### src/icvh_pkg.sv
// Package for the incremental convex hull block.
// Holds command and status codes and the orientation unit status word.
// No dependencies.
package icvh_pkg;

  localparam logic [1:0] FUNC_ADD   = 2'd0;
  localparam logic [1:0] FUNC_CLEAR = 2'd1;
  localparam logic [1:0] FUNC_READ  = 2'd2;
  localparam logic [1:0] FUNC_NOP   = 2'd3;

  localparam logic [1:0] ST_OK    = 2'd0;
  localparam logic [1:0] ST_SEED  = 2'd1;
  localparam logic [1:0] ST_OVF   = 2'd2;
  localparam logic [1:0] ST_EMPTY = 2'd3;

  typedef struct packed {
    logic done;
    logic outside;
  } orient_stat_t;

endpackage

### src/icvh_orient.sv
// Sequential orientation test: sign of dot(cross(b-a, c-a), p - k*a), k = 1 or 4.
// One shared multiplier, nine products.
// Depends on icvh_pkg.
module icvh_orient #(
  parameter int COORD_BITS = 16
) (
  input  logic                          clk,
  input  logic                          rst_n,
  input  logic                          start,
  input  logic [3*COORD_BITS-1:0]       a,
  input  logic [3*COORD_BITS-1:0]       b,
  input  logic [3*COORD_BITS-1:0]       c,
  input  logic [3*(COORD_BITS+2)-1:0]   p,
  input  logic                          k4,
  output icvh_pkg::orient_stat_t        stat
);
  import icvh_pkg::*;

  localparam int C  = COORD_BITS;
  localparam int PW = C + 2;
  localparam int DW = C + 1;
  localparam int QW = C + 4;
  localparam int NW = 2 * C + 3;
  localparam int MW = NW + QW;
  localparam int AW = MW + 2;
  localparam logic [3:0] LAST_STEP = 4'd10;

  logic signed [DW-1:0] d1_r [3];
  logic signed [DW-1:0] d2_r [3];
  logic signed [QW-1:0] q_r  [3];
  logic signed [NW-1:0] n_r  [3];
  logic signed [MW-1:0] prod_r;
  logic signed [AW-1:0] acc_r;
  logic [3:0]           step_r;
  logic                 busy_r;

  logic signed [DW-1:0] d1_in [3];
  logic signed [DW-1:0] d2_in [3];
  logic signed [QW-1:0] q_in  [3];
  logic signed [NW-1:0] opa;
  logic signed [QW-1:0] opb;
  logic signed [MW-1:0] prod_nxt;

  always_comb begin
    logic signed [C-1:0]  av;
    logic signed [C-1:0]  bv;
    logic signed [C-1:0]  cv;
    logic signed [PW-1:0] pv;
    for (int k = 0; k < 3; k++) begin
      av = $signed(a[k*C +: C]);
      bv = $signed(b[k*C +: C]);
      cv = $signed(c[k*C +: C]);
      pv = $signed(p[k*PW +: PW]);
      d1_in[k] = DW'(bv) - DW'(av);
      d2_in[k] = DW'(cv) - DW'(av);
      q_in[k]  = k4 ? (QW'(pv) - (QW'(av) <<< 2)) : (QW'(pv) - QW'(av));
    end
  end

  always_comb begin
    opa = '0;
    opb = '0;
    case (step_r)
      4'd0: begin opa = NW'(d1_r[1]); opb = QW'(d2_r[2]); end
      4'd1: begin opa = NW'(d1_r[2]); opb = QW'(d2_r[1]); end
      4'd2: begin opa = NW'(d1_r[2]); opb = QW'(d2_r[0]); end
      4'd3: begin opa = NW'(d1_r[0]); opb = QW'(d2_r[2]); end
      4'd4: begin opa = NW'(d1_r[0]); opb = QW'(d2_r[1]); end
      4'd5: begin opa = NW'(d1_r[1]); opb = QW'(d2_r[0]); end
      4'd6: begin opa = n_r[0]; opb = q_r[0]; end
      4'd7: begin opa = n_r[1]; opb = q_r[1]; end
      4'd8: begin opa = n_r[2]; opb = q_r[2]; end
      default: begin opa = '0; opb = '0; end
    endcase
    prod_nxt = MW'(opa) * MW'(opb);
  end

  always_ff @(posedge clk) begin
    if (!rst_n) begin
      busy_r <= 1'b0;
      step_r <= '0;
    end else if (start) begin
      busy_r <= 1'b1;
      step_r <= '0;
    end else if (busy_r) begin
      step_r <= step_r + 4'd1;
      if (step_r == LAST_STEP) begin
        busy_r <= 1'b0;
      end
    end
  end

  always_ff @(posedge clk) begin
    prod_r <= prod_nxt;
    if (start) begin
      for (int k = 0; k < 3; k++) begin
        d1_r[k] <= d1_in[k];
        d2_r[k] <= d2_in[k];
        q_r[k]  <= q_in[k];
        n_r[k]  <= '0;
      end
      acc_r <= '0;
    end else begin
      case (step_r)
        4'd1: n_r[0] <= n_r[0] + NW'(prod_r);
        4'd2: n_r[0] <= n_r[0] - NW'(prod_r);
        4'd3: n_r[1] <= n_r[1] + NW'(prod_r);
        4'd4: n_r[1] <= n_r[1] - NW'(prod_r);
        4'd5: n_r[2] <= n_r[2] + NW'(prod_r);
        4'd6: n_r[2] <= n_r[2] - NW'(prod_r);
        4'd7, 4'd8, 4'd9: acc_r <= acc_r + AW'(prod_r);
        default: ;
      endcase
    end
  end

  assign stat.done    = busy_r && (step_r == LAST_STEP);
  assign stat.outside = acc_r > 0;

endmodule

### config.mk
export PLATFORM = sky130hd
export DESIGN_NAME = icvh_orient
export DESIGN_NICKNAME = d
export VERILOG_FILES = /design/src/icvh_pkg.sv /design/src/icvh_orient.sv
export SDC_FILE = /design/constraint.sdc
export NUM_CORES = 2
export LEC_CHECK = 0
export ABC_AREA = 1
export BUFFER_PORTS_ARGS = -buffer_cell sky130_fd_sc_hd__buf_2
export CORE_AREA = 2 2 365 367
export CTS_CLUSTER_DIAMETER = 100
export DETAILED_ROUTE_END_ITERATION = 8
export DIE_AREA = 0 0 367 369
export PLACE_DENSITY_LB_ADDON = 0.3
export SETUP_SLACK_MARGIN = 0.02
export SLEW_MARGIN = 10
export SYNTH_ARGS = -nofsm -noshare
export SYNTH_HDL_FRONTEND = slang
export SYNTH_SLANG_ARGS = --single-unit
### constraint.sdc
create_clock -name clk -period 6.5 [get_ports clk]
set_input_delay 0.65 -clock clk [delete_from_list [all_inputs] [get_ports clk]]
set_output_delay 0.65 -clock clk [all_outputs]
set_load 0.01 [all_outputs]
## Word-level counts from Yosys, hierarchy flattened

Memory sizes are Yosys's and may differ from the RTL's.
Index checks and enable logic that the tools add are counted.

| word-level totals | value |
|---|---|
| bits in registers | 117 |
| memory bits (writable) | 267 |
| input port bits | 202 |
| output and inout port bits | 2 |
| word-level logic and storage cells | 91 |
| memories | 4 |

| cells by class | value |
|---|---|
| add/subtract/negate cells | 20 |
| $mul | 1 |
| magnitude comparators | 1 |
| equality and inequality tests | 10 |
| mux-type cells | 34 |
| bitwise logic cells | 7 |
| reductions and logical operators | 10 |

Memories:

| memory | words | width | read ports | clocked after memory_dff | write ports | line | RTL |
|---|---|---|---|---|---|---|---|
| n_r | 3 | 35 | 3 | 0 | 3 | icvh_orient.sv:31 | `logic signed [NW-1:0] n_r [3];` |
| q_r | 3 | 20 | 3 | 0 | 3 | icvh_orient.sv:30 | `logic signed [QW-1:0] q_r [3];` |
| d1_r | 3 | 17 | 3 | 0 | 3 | icvh_orient.sv:28 | `logic signed [DW-1:0] d1_r [3];` |
| d2_r | 3 | 17 | 3 | 0 | 3 | icvh_orient.sv:29 | `logic signed [DW-1:0] d2_r [3];` |

Operators with widths:

| cell | number |
|---|---|
| $mux W35 | 6 |
| $pmux W35 S6 | 1 |
| $pmux W20 S6 | 1 |
| $add A35 B35 Y35 | 3 |
| $sub A35 B35 Y35 | 3 |
| $sub A16 B16 Y17 | 6 |
| $mux W20 | 3 |
| $add A57 B55 Y57 | 1 |
| $gt A57 B1 Y1 const B | 1 |
| $sub A18 B16 Y19 | 3 |
| $sub A18 B18 Y19 | 3 |
| $mul A35 B20 Y55 | 1 |
| $mux W1 | 23 |
| $eq A4 B3 Y1 const B | 4 |
| $reduce_or A2 Y1 | 7 |
| $eq A4 B4 Y1 const B | 3 |
| $eq A4 B2 Y1 const B | 2 |
| $or A1 B1 Y1 | 6 |
| $add A4 B1 Y4 const B | 1 |
| $eq A4 B1 Y1 const B | 1 |
| $logic_not A4 Y1 | 1 |
| $reduce_or A3 Y1 | 1 |
| $logic_and A1 B1 Y1 | 1 |
| $not A1 Y1 | 1 |

## Depth between registers and ports, before layout

| depth | value |
|---|---|
| word-level depth | 6 |
| depth in mapped cells | 37 |
| mapped depth without buffers | 35 |

## Worst setup path after synthesis

OpenSTA, ideal clock, no wires.

| path | value |
|---|---|
| path kind | reg2reg |
| start | register step_r[0] |
| end | register prod_r[52] |
| setup time | 113 ps |
| arrival | 7035 ps |
| required time | 6387 ps |
| path slack | -648 ps |
| cell stages (with the launch flop) | 33 |
| path buffers | 2 |
| clock period less this slack | 7148 ps |
| cell sequence | dfxtp_1 > inv_1 > ha_1 > nand2_2 > inv_2 > buf_4 > nand2_1 > nand2_1 > a221oi_2 > nand3_2 > buf_2 > nand2_1 > fa_1 > fa_1 > inv_1 > fa_1 > inv_1 > fa_1 > inv_1 > fa_1 > inv_1 > fa_1 > fa_1 > inv_1 > ha_1 > nand2_1 > nor2_1 > inv_1 > nor2_1 > nand3_1 > or2_2 > nand4_1 > nand2_1 |

| between the ends | value |
|---|---|
| longest elaborated chain between the ends | 4 |
| elaborated cells on any way between the ends | 18 |
| those cells by class | mul (1); eq/ne (8); mux (2); reduce/logical (7) |

RTL lines:

| item | line | RTL |
|---|---|---|
| start: declaration | icvh_orient.sv:34 | `logic [3:0] step_r;` |
| start signal: assignment | icvh_orient.sv:86 | `step_r <= step_r + 4'd1;` |
| $eq A4 B3 Y1, or another cell as far along | icvh_orient.sv:63 | `case (step_r)` |
| $reduce_or A2 Y1 (no line) | - |  |
| $pmux W35 S6 or $pmux W20 S6 (tied branches) | icvh_orient.sv:63 |  |
| $mul A35 B20 Y55 * | icvh_orient.sv:75 | `prod_nxt = MW'(opa) * MW'(opb);` |
| via prod_nxt[52] | icvh_orient.sv:42 | `logic signed [MW-1:0] prod_nxt;` |
| end signal: assignment | icvh_orient.sv:94 | `prod_r <= prod_nxt;` |
| end: declaration | icvh_orient.sv:32 | `logic signed [MW-1:0] prod_r;` |

The timed path passes the listed nets; every way through them passes the cells marked *.
A chain may end at the register's enable or synchronous reset.

## Worst setup path after layout

| path | value |
|---|---|
| start | register step_r[3] |
| end | register prod_r[52] |

The elaborated chain is that of the path after synthesis.

==> results by group <==
Placed design
  • Placer Congestion: 1.04
  • # port buffers: 203
  • DP Area: 0.0730 mm2
  • Place WS: -1300 ps
  • Final HPWL DP: between 200000 and 250000 um

Worst setup path
  • R2R Setup Slk: -950 ps
  • Critical path's slowest cell: fa_1
  • Crit path max fanout: 9
  • Worst path required time: about 7000 ps
  • Worst setup EP type: flip-flop
  • Crit path top cell by count: fa_1
  • R2r startpoint: step_r[3]
  • Critical Path Sink: prod_r[52]
  • Max incr delay on CP: ~600 ps
  • Critical Path AT: ~8000 ps
  • Kind of critical path: flip-flop to flip-flop
  • FF-to-FF End: prod_r[52]
  • CP startpoint: step_r[3]
  • Reg2Reg Depth: 33
  • Startpoint types: flip-flop

Synth
  • Mapped Area: between 0.06 and 0.07 mm2
  • Async S/R FF share, synth: 0%
  • Synthesis warning total: 0
  • Post-synthesis sequential element count: 381
  • Synth top area share: 21.7%
  • Simple-Gate Fraction of Synth Area: 22.5%
  • Synth Area in Compound Gates: about an eighth
  • Sequential area share after synthesis: ~16%
  • Largest family of logic cells by synthesized area: adder cells
  • Top_reg_cell synth: edfxtp_1
  • Post-synthesis xor/xnor area fraction: approximately 3.2%
  • Area contributors post-synth: fa_1, nand2_1, edfxtp_1
  • Adder and majority gate portion of the synthesized area: around a third
  • Synth cell types: 60
  • EDFF count, synth: 264
  • Post-synthesis mux area share: 0%
  • Synth area leader: fa_1
  • Post-Synthesis Net Count: about 11000
  • Syn avg cell area: 7.05 um2
  • Gate Count Post-Synth: between 9000 and 10000

CTS
  • H-tree levels: 2
  • Hold Buf Count CTS: 0
  • Sink Count: 381
  • CTS tree: built
  • Clk_lat worst skew: ~690 ps
  • Clock transition at path regs: 60 ps
  • CTS buffer count: 50
  • CTS Root Cell: clkbuf_16
  • Clock Path Buffers: 3

Route
  • DRC: 0
  • Vias/cell: 5.56
  • Metal3 WL: 21500 um
  • Routed Antenna Nets: 0
  • Post-Route WL: 260000 um
  • Vias: between 60000 and 70000
  • WL/cell: ~22 um
  • M1 WL: ~100000 um
  • DR WL met2: roughly 120000 um
  • DRT Pass-1 Iters: 8
  • Uppermost layer routed: met5
  • Iter 0 DRT Violations: 6363

Floorplanning
  • Starting Density: between 40 and 50%
  • Die Ht: between 300 and 400 um
  • Die ar.: between 0.1 and 0.15 mm2
  • FP Rows: about 130
  • Boundary pin count: about 200
  • Core Region: ~0.13 mm2
  • Die width: between 300 and 400 um

Layout
  • Commonest cells after routing, fill and taps aside: nand2_1, inv_1, fa_1
  • # nets final: 11377
  • Share of cells above drive strength 1: between 10% and 20%
  • Antenna diodes: 0
  • Commonest non-fill, non-tap cell in the layout: nand2_1
  • Final instance area: roughly 0.078 mm2
  • Synth-to-layout area growth: 19.2%

GRT
  • Largest net degree at the start of global routing: 78
  • Grt ovf: 0
  • Vias in the first global route: between 60000 and 70000
  • Global-route wire length before repair: 388000 um
  • Initial antenna violation count: 8
  • Total track usage: 37.7%

Job
  • Max-cap violations: 0

Timing
  • Max transition margin: 17.6%
  • Endpoints failing setup: 46
  • RSZ-0062 raised after global routing: yes
  • Final hold vios: 0
  • Max Slew Vio Count: 0
  • Clock skew: around 73 ps
  • Min cycle time layout: about 7500 ps
  • Final period util: 115%
  • Setup_tns: -32630 ps
  • Final worst-path setup slack: -955 ps
  • Pin slew with the least headroom to its limit: ~1200 ps
  • Max Freq: approximately 130 MHz

Status
  • Failing checks: negative setup slack
  • Status: finished with violations

Hold path
  • Min-Delay Path Class: primary input to flip-flop
## cells in the mapped netlist (76+ instances only)
cell type / number
fa_1: 708
nand3_1: 379
a21oi_1: 615
edfxtp_1: 264
nand2_1: 2240
buf_2: 130
o21bai_1: 76
ha_1: 528
o21ai_0: 559
nand4_1: 93
nor2_1: 675
dfxtp_1: 117
xor2_1: 181
nor3_1: 79
inv_1: 2087
## critical path, delay by kind of cell (launching register included)
kind | cells | cell delay (ps)
AOI/OAI and AO/OA | 4 | 660
adders and majority gates | 8 | 3950
and+or+nand+nor | 10 | 1090
DFF | 1 | 350
buffers and inverters | 11 | 1210
## flip-flops by register name, summed over array words and instances, names as in the netlist
signal	flops
n_r	105
acc_r	57
q_r	57
prod_r	55
d1_r	51
d2_r	51
step_r	4
busy_r	1
## worst min path at each step
stage / slack (ps) / startpoint / to / cells after the start
6_report: 280 / p[36] / q_r[0][40] / 3
5_1_grt: 310 / rst_n / busy_r / 2
4_1_cts: 250 / p[36] / q_r[0][40] / 3
3_5_place_dp: 500 / acc_r[0] / acc_r[0] / 2
3_3_place_gp: 480 / acc_r[0] / acc_r[0] / 2
2_1_floorplan: 450 / acc_r[0] / acc_r[0] / 2
## layout make-up
| type | count | area (um2) |
|---|---|---|
| Clock buffer | 53 | 1260 |
| Timing Repair Buffer | 846 | 6980 |
| Fill cell | 12274 | 53300 |
| Timing Repair inverter | 1 | 8.76 |
| Inverter | 2103 | 7950 |
| Tap cell | 1755 | 2200 |
| Clock inverter | 41 | 470 |
| Multi-Input combinational cell | 6556 | 48600 |
| Sequential cell | 381 | 10300 |
## metal layers
layer  GRT usage [%]  up-vias
li1                -    30349
met1            48.2    31181
met2            61.3     3040
met3            5.43      685
met4            21.4       10
met5               0        -
## repair_timing
item	in CTS	in global routing
setup endpoints to repair	48	48
gates cloned	0	7
buffers inserted	12	51
resized for setup	209	422
pin swaps	62	141
## logic make-up after synthesis
logic type | count (synthesis)
DFF | 381
and+or+nand+nor | 3581
buffers and inverters | 2330
adders and majority gates | 1236
AOI/OAI and AO/OA | 1498
xor gates and xnor gates | 240
## metrics by stage
| stage | hold slack (ps) | std cells | util (%) |
|---|---|---|---|
| 2_1_floorplan | 452 | 9266 | - |
| 3_3_place_gp | 479 | 11572 | 55.6 |
| 3_5_place_dp | 495 | 11572 | 55.6 |
| 4_1_cts | 255 | 11678 | 57.7 |
| 5_1_grt | 305 | 11736 | 59.3 |
| 6_report | 284 | 11736 | 59.3 |
Power is not shown: default switching activity piles up to over one toggle a cycle in this logic, so the estimate is an artifact.
